$ cat src/design/chq_pkg.sv
// ----------------------------------------------------------------------------
// chq_pkg
// Shared types and constants of the cumulative histogram quantile core.
// ----------------------------------------------------------------------------
package chq_pkg;

  localparam int QUO_W = 17;
  localparam int QCNT_W = 5;
  localparam logic [16:0] ONE_Q16 = 17'h10000;

  typedef enum logic [1:0] {
    OP_ADD   = 2'd0,
    OP_BUILD = 2'd1,
    OP_QUANT = 2'd2,
    OP_PROP  = 2'd3
  } op_e;

  typedef struct packed {
    op_e         op;
    logic [7:0]  bin;
    logic [15:0] weight;
    logic [16:0] prop_q16;
    logic [16:0] position_q8;
  } req_t;

  typedef struct packed {
    logic [24:0] value_q16;
    logic [16:0] proportion_q16;
    logic        status;
  } res_t;

endpackage

$ cat src/design/chq_div.sv
// ----------------------------------------------------------------------------
// chq_div
// Serial restoring divider producing one quotient bit per cycle. The
// dividend must be below the divisor shifted left by the quotient width.
// ----------------------------------------------------------------------------
module chq_div #(
  parameter int DW = 40
) (
  input  logic                          clk_i,
  input  logic                          rst_ni,
  input  logic                          start_i,
  input  logic [DW+chq_pkg::QUO_W-1:0]  dividend_i,
  input  logic [DW-1:0]                 divisor_i,
  output logic                          done_o,
  output logic [chq_pkg::QUO_W-1:0]     quotient_o
);

  localparam int QW = chq_pkg::QUO_W;

  logic                          run_q;
  logic                          done_q;
  logic [chq_pkg::QCNT_W-1:0]    cnt_q;
  logic [DW-1:0]                 rem_q;
  logic [DW-1:0]                 den_q;
  logic [QW-1:0]                 num_q;
  logic [QW-1:0]                 quo_q;
  logic [DW:0]                   trial;
  logic                          ge;

  always_comb begin
    trial = {rem_q, num_q[QW-1]};
    ge    = trial >= {1'b0, den_q};
  end

  always_ff @(posedge clk_i or negedge rst_ni) begin
    if (!rst_ni) begin
      run_q  <= 1'b0;
      done_q <= 1'b0;
      cnt_q  <= '0;
      rem_q  <= '0;
      den_q  <= '0;
      num_q  <= '0;
      quo_q  <= '0;
    end else begin
      done_q <= 1'b0;
      if (start_i) begin
        run_q <= 1'b1;
        cnt_q <= chq_pkg::QCNT_W'(QW);
        rem_q <= dividend_i[DW+QW-1:QW];
        num_q <= dividend_i[QW-1:0];
        den_q <= divisor_i;
        quo_q <= '0;
      end else if (run_q) begin
        rem_q <= ge ? DW'(trial - {1'b0, den_q}) : trial[DW-1:0];
        num_q <= {num_q[QW-2:0], 1'b0};
        quo_q <= {quo_q[QW-2:0], ge};
        cnt_q <= cnt_q - 1'b1;
        if (cnt_q == chq_pkg::QCNT_W'(1)) begin
          run_q  <= 1'b0;
          done_q <= 1'b1;
        end
      end
    end
  end

  assign done_o     = done_q;
  assign quotient_o = quo_q;

endmodule
$ cat config.mk
export PLATFORM = sky130hd
export DESIGN_NAME = chq_div
export DESIGN_NICKNAME = d
export VERILOG_FILES = /design/src/design/chq_pkg.sv /design/src/design/chq_div.sv
export SDC_FILE = /design/constraint.sdc
export NUM_CORES = 1
export LEC_CHECK = 0
export ABC_AREA = 1
export BUFFER_PORTS_ARGS = -buffer_cell sky130_fd_sc_hd__clkbuf_2
export CORE_UTILIZATION = 40
export DETAILED_ROUTE_END_ITERATION = 7
export PLACE_DENSITY = 0.59
export SLEW_MARGIN = 20
export SYNTH_ARGS = -nofsm -noshare
export SYNTH_HDL_FRONTEND = slang
export SYNTH_SLANG_ARGS = --single-unit
$ cat constraint.sdc
create_clock -name clk_i -period 3.3 [get_ports clk_i]
set_input_delay 0.495 -clock clk_i [delete_from_list [all_inputs] [get_ports clk_i]]
set_output_delay 0.495 -clock clk_i [all_outputs]
set_load 0.005 [all_outputs]
# Word level (Yosys, flattened, before mapping)
# Cells that the tools add are included.
word_totals:
  reg_bits: 121
  input_bits: 100
  out_inout_bits: 18
  word_cells: 27
op_classes:
  addsub: 2
  n_lt_le_gt_ge: 1
  n_eq_ne: 1
  n_mux: 15
  reduce_logical: 1
op_table:
  columns: ["operator", "n"]
  rows:
  - ["40-bit two-way mux", 3]
  - ["17-bit two-way mux", 4]
  - ["41-bit by 40-bit greater-or-equal comparator with 1-bit output", 1]
  - ["40-bit subtractor", 1]
  - ["5-bit two-way mux", 2]
  - ["1-bit two-way mux", 6]
  - ["5-bit by 1-bit == test with 1-bit output (second input constant)", 1]
  - ["5-bit by 1-bit subtractor with 5-bit output (second input constant)", 1]
  - ["2-bit nonzero test", 1]

# Depth between registers and ports, before layout
logic_depth:
  word_depth: 4
  ltp_mapped: 18
  depth_no_buf: 18

# Least setup slack after synthesis
# OpenSTA, ideal clock, no wires.
synth_timing:
  kind: "register to register"
  from: "register rem_q[31]"
  to: "register rem_q[37]"
  setup_time_ns: 0.121
  t_arrival_ns: 1.961
  required_time_ns: 3.179
  path_slack_ns: 1.218
  stages_incl_launch_ff: 15
  n_path_buf: 2
  synth_period_minus_slack_ns: 2.082
  cell_sequence: "dfrtp_1 -> ha_1 -> nand2_2 -> inv_2 -> a21oi_1 -> nand2_1 -> nand2_1 -> nand2_1 -> a21oi_4 -> nand2_4 -> buf_6 -> buf_6 -> o21a_1 -> nand2_1 -> nand2_1"
synth_via:
  elab_chain_cells: 4
  elab_cells_between_ends: 5
  cone_classes: "add/sub: 1; order compare: 1; mux: 3"
synth_lines:
  columns: ["item", "line", "source"]
  rows:
  - ["from (decl)", "chq_div.sv:23", "logic [DW-1:0] rem_q;"]
  - ["from (signal assigned)", "chq_div.sv:49", "rem_q <= dividend_i[DW+QW-1:QW];"]
  - ["from (signal assigned)", "chq_div.sv:54", "rem_q <= ge ? DW'(trial - {1'b0, den_q}) : trial[DW-1:0];"]
  - ["40-bit subtractor / 41-bit by 40-bit greater-or-equal comparator with 1-bit output (equally long branches)", "chq_div.sv:54, chq_div.sv:32", null]
  - ["40-bit two-way mux *", "chq_div.sv:54", null]
  - ["40-bit two-way mux *", "chq_div.sv:53", "end else if (run_q) begin"]
  - ["40-bit two-way mux *", "chq_div.sv:46", "if (start_i) begin"]
# Every way passes the cells marked *; elsewhere a longest branch is shown, timed or not. The select of a mux whose other input is x is not followed.
# A chain may end at the register's enable or synchronous reset.

# Worst setup path after layout
layout_timing:
  from: "register rem_q[19]"
  to: "register rem_q[18]"
layout_via:
  elab_chain_cells: 4
layout_lines:
  columns: ["item", "line", "source"]
  rows:
  - ["41-bit by 40-bit greater-or-equal comparator with 1-bit output", "chq_div.sv:32", "ge = trial >= {1'b0, den_q};"]
  - ["40-bit two-way mux", "chq_div.sv:54", null]
  - ["40-bit two-way mux", "chq_div.sv:53", null]
  - ["40-bit two-way mux", "chq_div.sv:46", null]
# No other way between the ends. The select of a mux whose other input is x is not followed.

==> key figures <==
Outcome
  • Status: finished, final reports clean

Min path
  • Worst hold path class: primary input to asynchronous set/reset pin

Cells and area
  • ANT cells: 0
  • Final Non-Filler Cells: 1522
  • Commonest non-fill, non-tap cell in the layout: nand2_1
  • Commonest non-fill, non-tap cells in the layout: 319 x nand2_1, 168 x inv_1, 121 x dfrtp_1
  • Share of cells above drive strength 1: 0.151
  • Fill count: 2015
  • Area delta synth->final: 18.2%
  • Final #Nets: 1388
  • Final core area utilization: 0.488

Yosys
  • Syn_area_per_cell: 7.16 um2
  • Syn nets: 1281
  • Synth unique cells: 44
  • Sequential cell area fraction in the yosys report: 0.372
  • Synth top area share: 0.372
  • Ys Warns: 0
  • Syn Std Cell Area: 0.00815 mm2
  • Flops & latches, synth: 121
  • Synth area leaders: dfrtp_1 37%, nand2_1 15%, inv_1 7.7%
  • Synthesized instance count: 1138
  • Synth area leader: dfrtp_1

Routing
  • Total wire length: 22600 um
  • Routed length per placed instance: 14.9 um
  • Via count: 7587
  • First-pass DRT Iterations: 8
  • Post-DRT Antenna Nets: 0
  • DRT iter0 DRCs: 387
  • DRC Markers: 0
  • Vias/cell: 4.98

Global routing
  • Total global routing overflow: 0
  • Total GRT Usage: 0.233
  • Met1 usage: 0.308
  • Vias in the first global route: 7529
  • Largest net degree at the start of global routing: 99
  • M3 GR Usage: 0.0464
  • Grt peak-use layer: met2
  • Initial antenna violation count: 0
  • First-pass GRT wire length: 37600 um
  • Grt met2 use: 0.383

STA
  • Setup TNS Final: 0 ps
  • Setup Viol. Count Final: 0
  • Worst Tran Pin Value: 993 ps
  • Slew Viols, Final: 0
  • Min Tclk post-route: 2680 ps
  • Peak Freq: 0.373 GHz
  • RSZ-0062 raised after global routing: false
  • Final hold violations: 0
  • Final period utilization: 0.813
  • Setup ws final: 616 ps
  • Clk_skew: 11.4 ps
  • Headroom to the max-slew limit: 0.337

Worst setup path
  • Crit-path slowest cell: dfrtp_1
  • Max FO, Critical Path: 33
  • Largest delay share family, worst path: simple AND/OR/NAND/NOR gates
  • R2r endpoint: rem_q[18]
  • CP Cell Sequence: ha_1 -> a21oi_1 -> o21ai_0 -> a21oi_1 -> nand3_2 -> nand2_2 -> nand2_4 -> buf_12 -> or2_0 -> nand3_1 -> nand2_1
  • R2R Path Start: rem_q[19]
  • FF-to-FF setup slack: 620 ps
  • CP Launch Type: flip-flop
  • Data arrival, critical path: 2990 ps
  • Worst endpoint required time: 3600 ps
  • Slowest stage delay, CP: 420 ps
  • Worst setup EP type: flip-flop
  • Worst Setup Path Type: flip-flop to flip-flop
  • Most used cell, CP: a21oi_1
  • CP Buf/Inv Count: 1
  • FF-to-FF path depth: 11

Die
  • Starting Density: 0.413
  • Cell row count: 51
  • Die area: 0.0209 mm2
  • Die Span Y: 145 um
  • Core Region: 0.0197 mm2
  • Chip width: 145 um
  • Top Ports: 118

Placed design
  • Port bufs: 117
  • Post-Place Cells: 1491
  • RD Place Congestion: 0.926
  • Post-DP HPWL: 17300 um
  • Post-Place Worst Slack: 605 ps

Clock tree
  • Htree depth: 4
  • CTS tree: yes
  • Clock tree sinks: 121
  • Clock tree buffer depth: 2
  • Total CTS buffers: 17
  • # resized after CTS: 0
  • Setup Fix Bufs, Post-CTS: 0
  • Worst-Skew Late Latency: 420 ps
  • CTS Root Buffer Type: clkbuf_16
  • Clock Pin Slew Worst Setup and Hold Paths: 60 ps
  • CTS Hold Bufs: 0

Flow run
  • Max_cap viols: 0

Power and ir drop
  • PD cells: 923 mW/mm2
  • Peak supply drop: 0.399 mV
  • P_leak: 4.96 nW
logic make-up (layout without fill, tap and decap cells):
kind of cell	after synthesis	in the layout	share of synthesized area
adder cells (fa/ha/maj)	43	43	0.0670
flip-flops	121	121	0.372
AO/OA/AOI/OAI	244	244	0.179
buffers and inverters	211	330	0.103
AND/OR/NAND/NOR	497	497	0.255
XOR/XNOR	22	22	0.0237
worst register-to-register path: cells and delay by family, from the launching register on:
family,cells,cell delay (ps)
adders and majority gates,1,380
buffers and inverters,1,250
and+or+nand+nor,6,880
DFF,1,420
AOI/OAI and AO/OA,3,640
area by class of cell:
type / count / area [um2] / share of cell area
tap: 265 / 332 / 0.0345
sequential: 121 / 3030 / 0.315
clock buffer: 17 / 425 / 0.0442
clock inverter: 14 / 209 / 0.0217
timing repair buffer: 126 / 696 / 0.0723
multi-input combinational: 806 / 4290 / 0.445
inverter: 173 / 649 / 0.0675
power breakdown:
part           switching (mW)  total (mW)  internal [mW]
sequential              0.266        2.10           1.83
clock                   0.766        2.05           1.28
combinational            3.03        4.74           1.71
synthesized netlist by cell type (all sizes together):
cell type / n
clkbuf: 23
xnor2: 21
buf: 15
nand3: 54
nand2: 328
and3: 1
nor4: 1
clkinv: 1
nand4: 5
a21oi: 48
inv: 172
o21bai: 9
nor3: 6
a21o: 1
o21a: 5
o211ai: 3
nand3b: 4
o221ai: 14
nor2: 89
a31oi: 1
a22oi: 38
dfrtp: 121
a21boi: 1
fa: 1
o21ai: 106
o22ai: 18
xor2: 1
ha: 42
or2: 9
metal layers:
layer	wire length, um	part of all wire	up-vias
met5	0	0	-
met4	410	0.018	0
met3	1200	0.053	25
met2	10300	0.46	177
met1	10700	0.47	3480
li1	-	-	3905
per-stage QoR:
| stage | power [mW] | instance area (um2) | hold slack [ps] |
|---|---|---|---|
| detailed placement | 6.83 | 8990 | 484 |
| global route | 9.71 | 9620 | 185 |
| floorplan | 5.68 | 8150 | 199 |
| global placement | 6.80 | 8990 | 471 |
| CTS | 8.93 | 9620 | 144 |
| finish | 8.88 | 9620 | 129 |
worst max-delay path by stage:
stage               startpoint        end  slack [ps]  cells past startpoint
finish               rem_q[19]  rem_q[18]         620                     11
global route         rem_q[19]  rem_q[24]         390                     11
CTS                  rem_q[23]  rem_q[24]         600                     11
detailed placement   rem_q[23]  rem_q[24]         600                     11
global placement     rem_q[19]  rem_q[24]         660                     11
floorplan            rem_q[31]  rem_q[37]        1220                     14
registers in the layout (all words and copies together), names as in the netlist:
signal,cells
cnt_q,5
den_q,40
done_o,1
num_q,17
quotient_o,17
rem_q,40
run_q,1
Note: power is estimated with default switching activity, not from simulation.
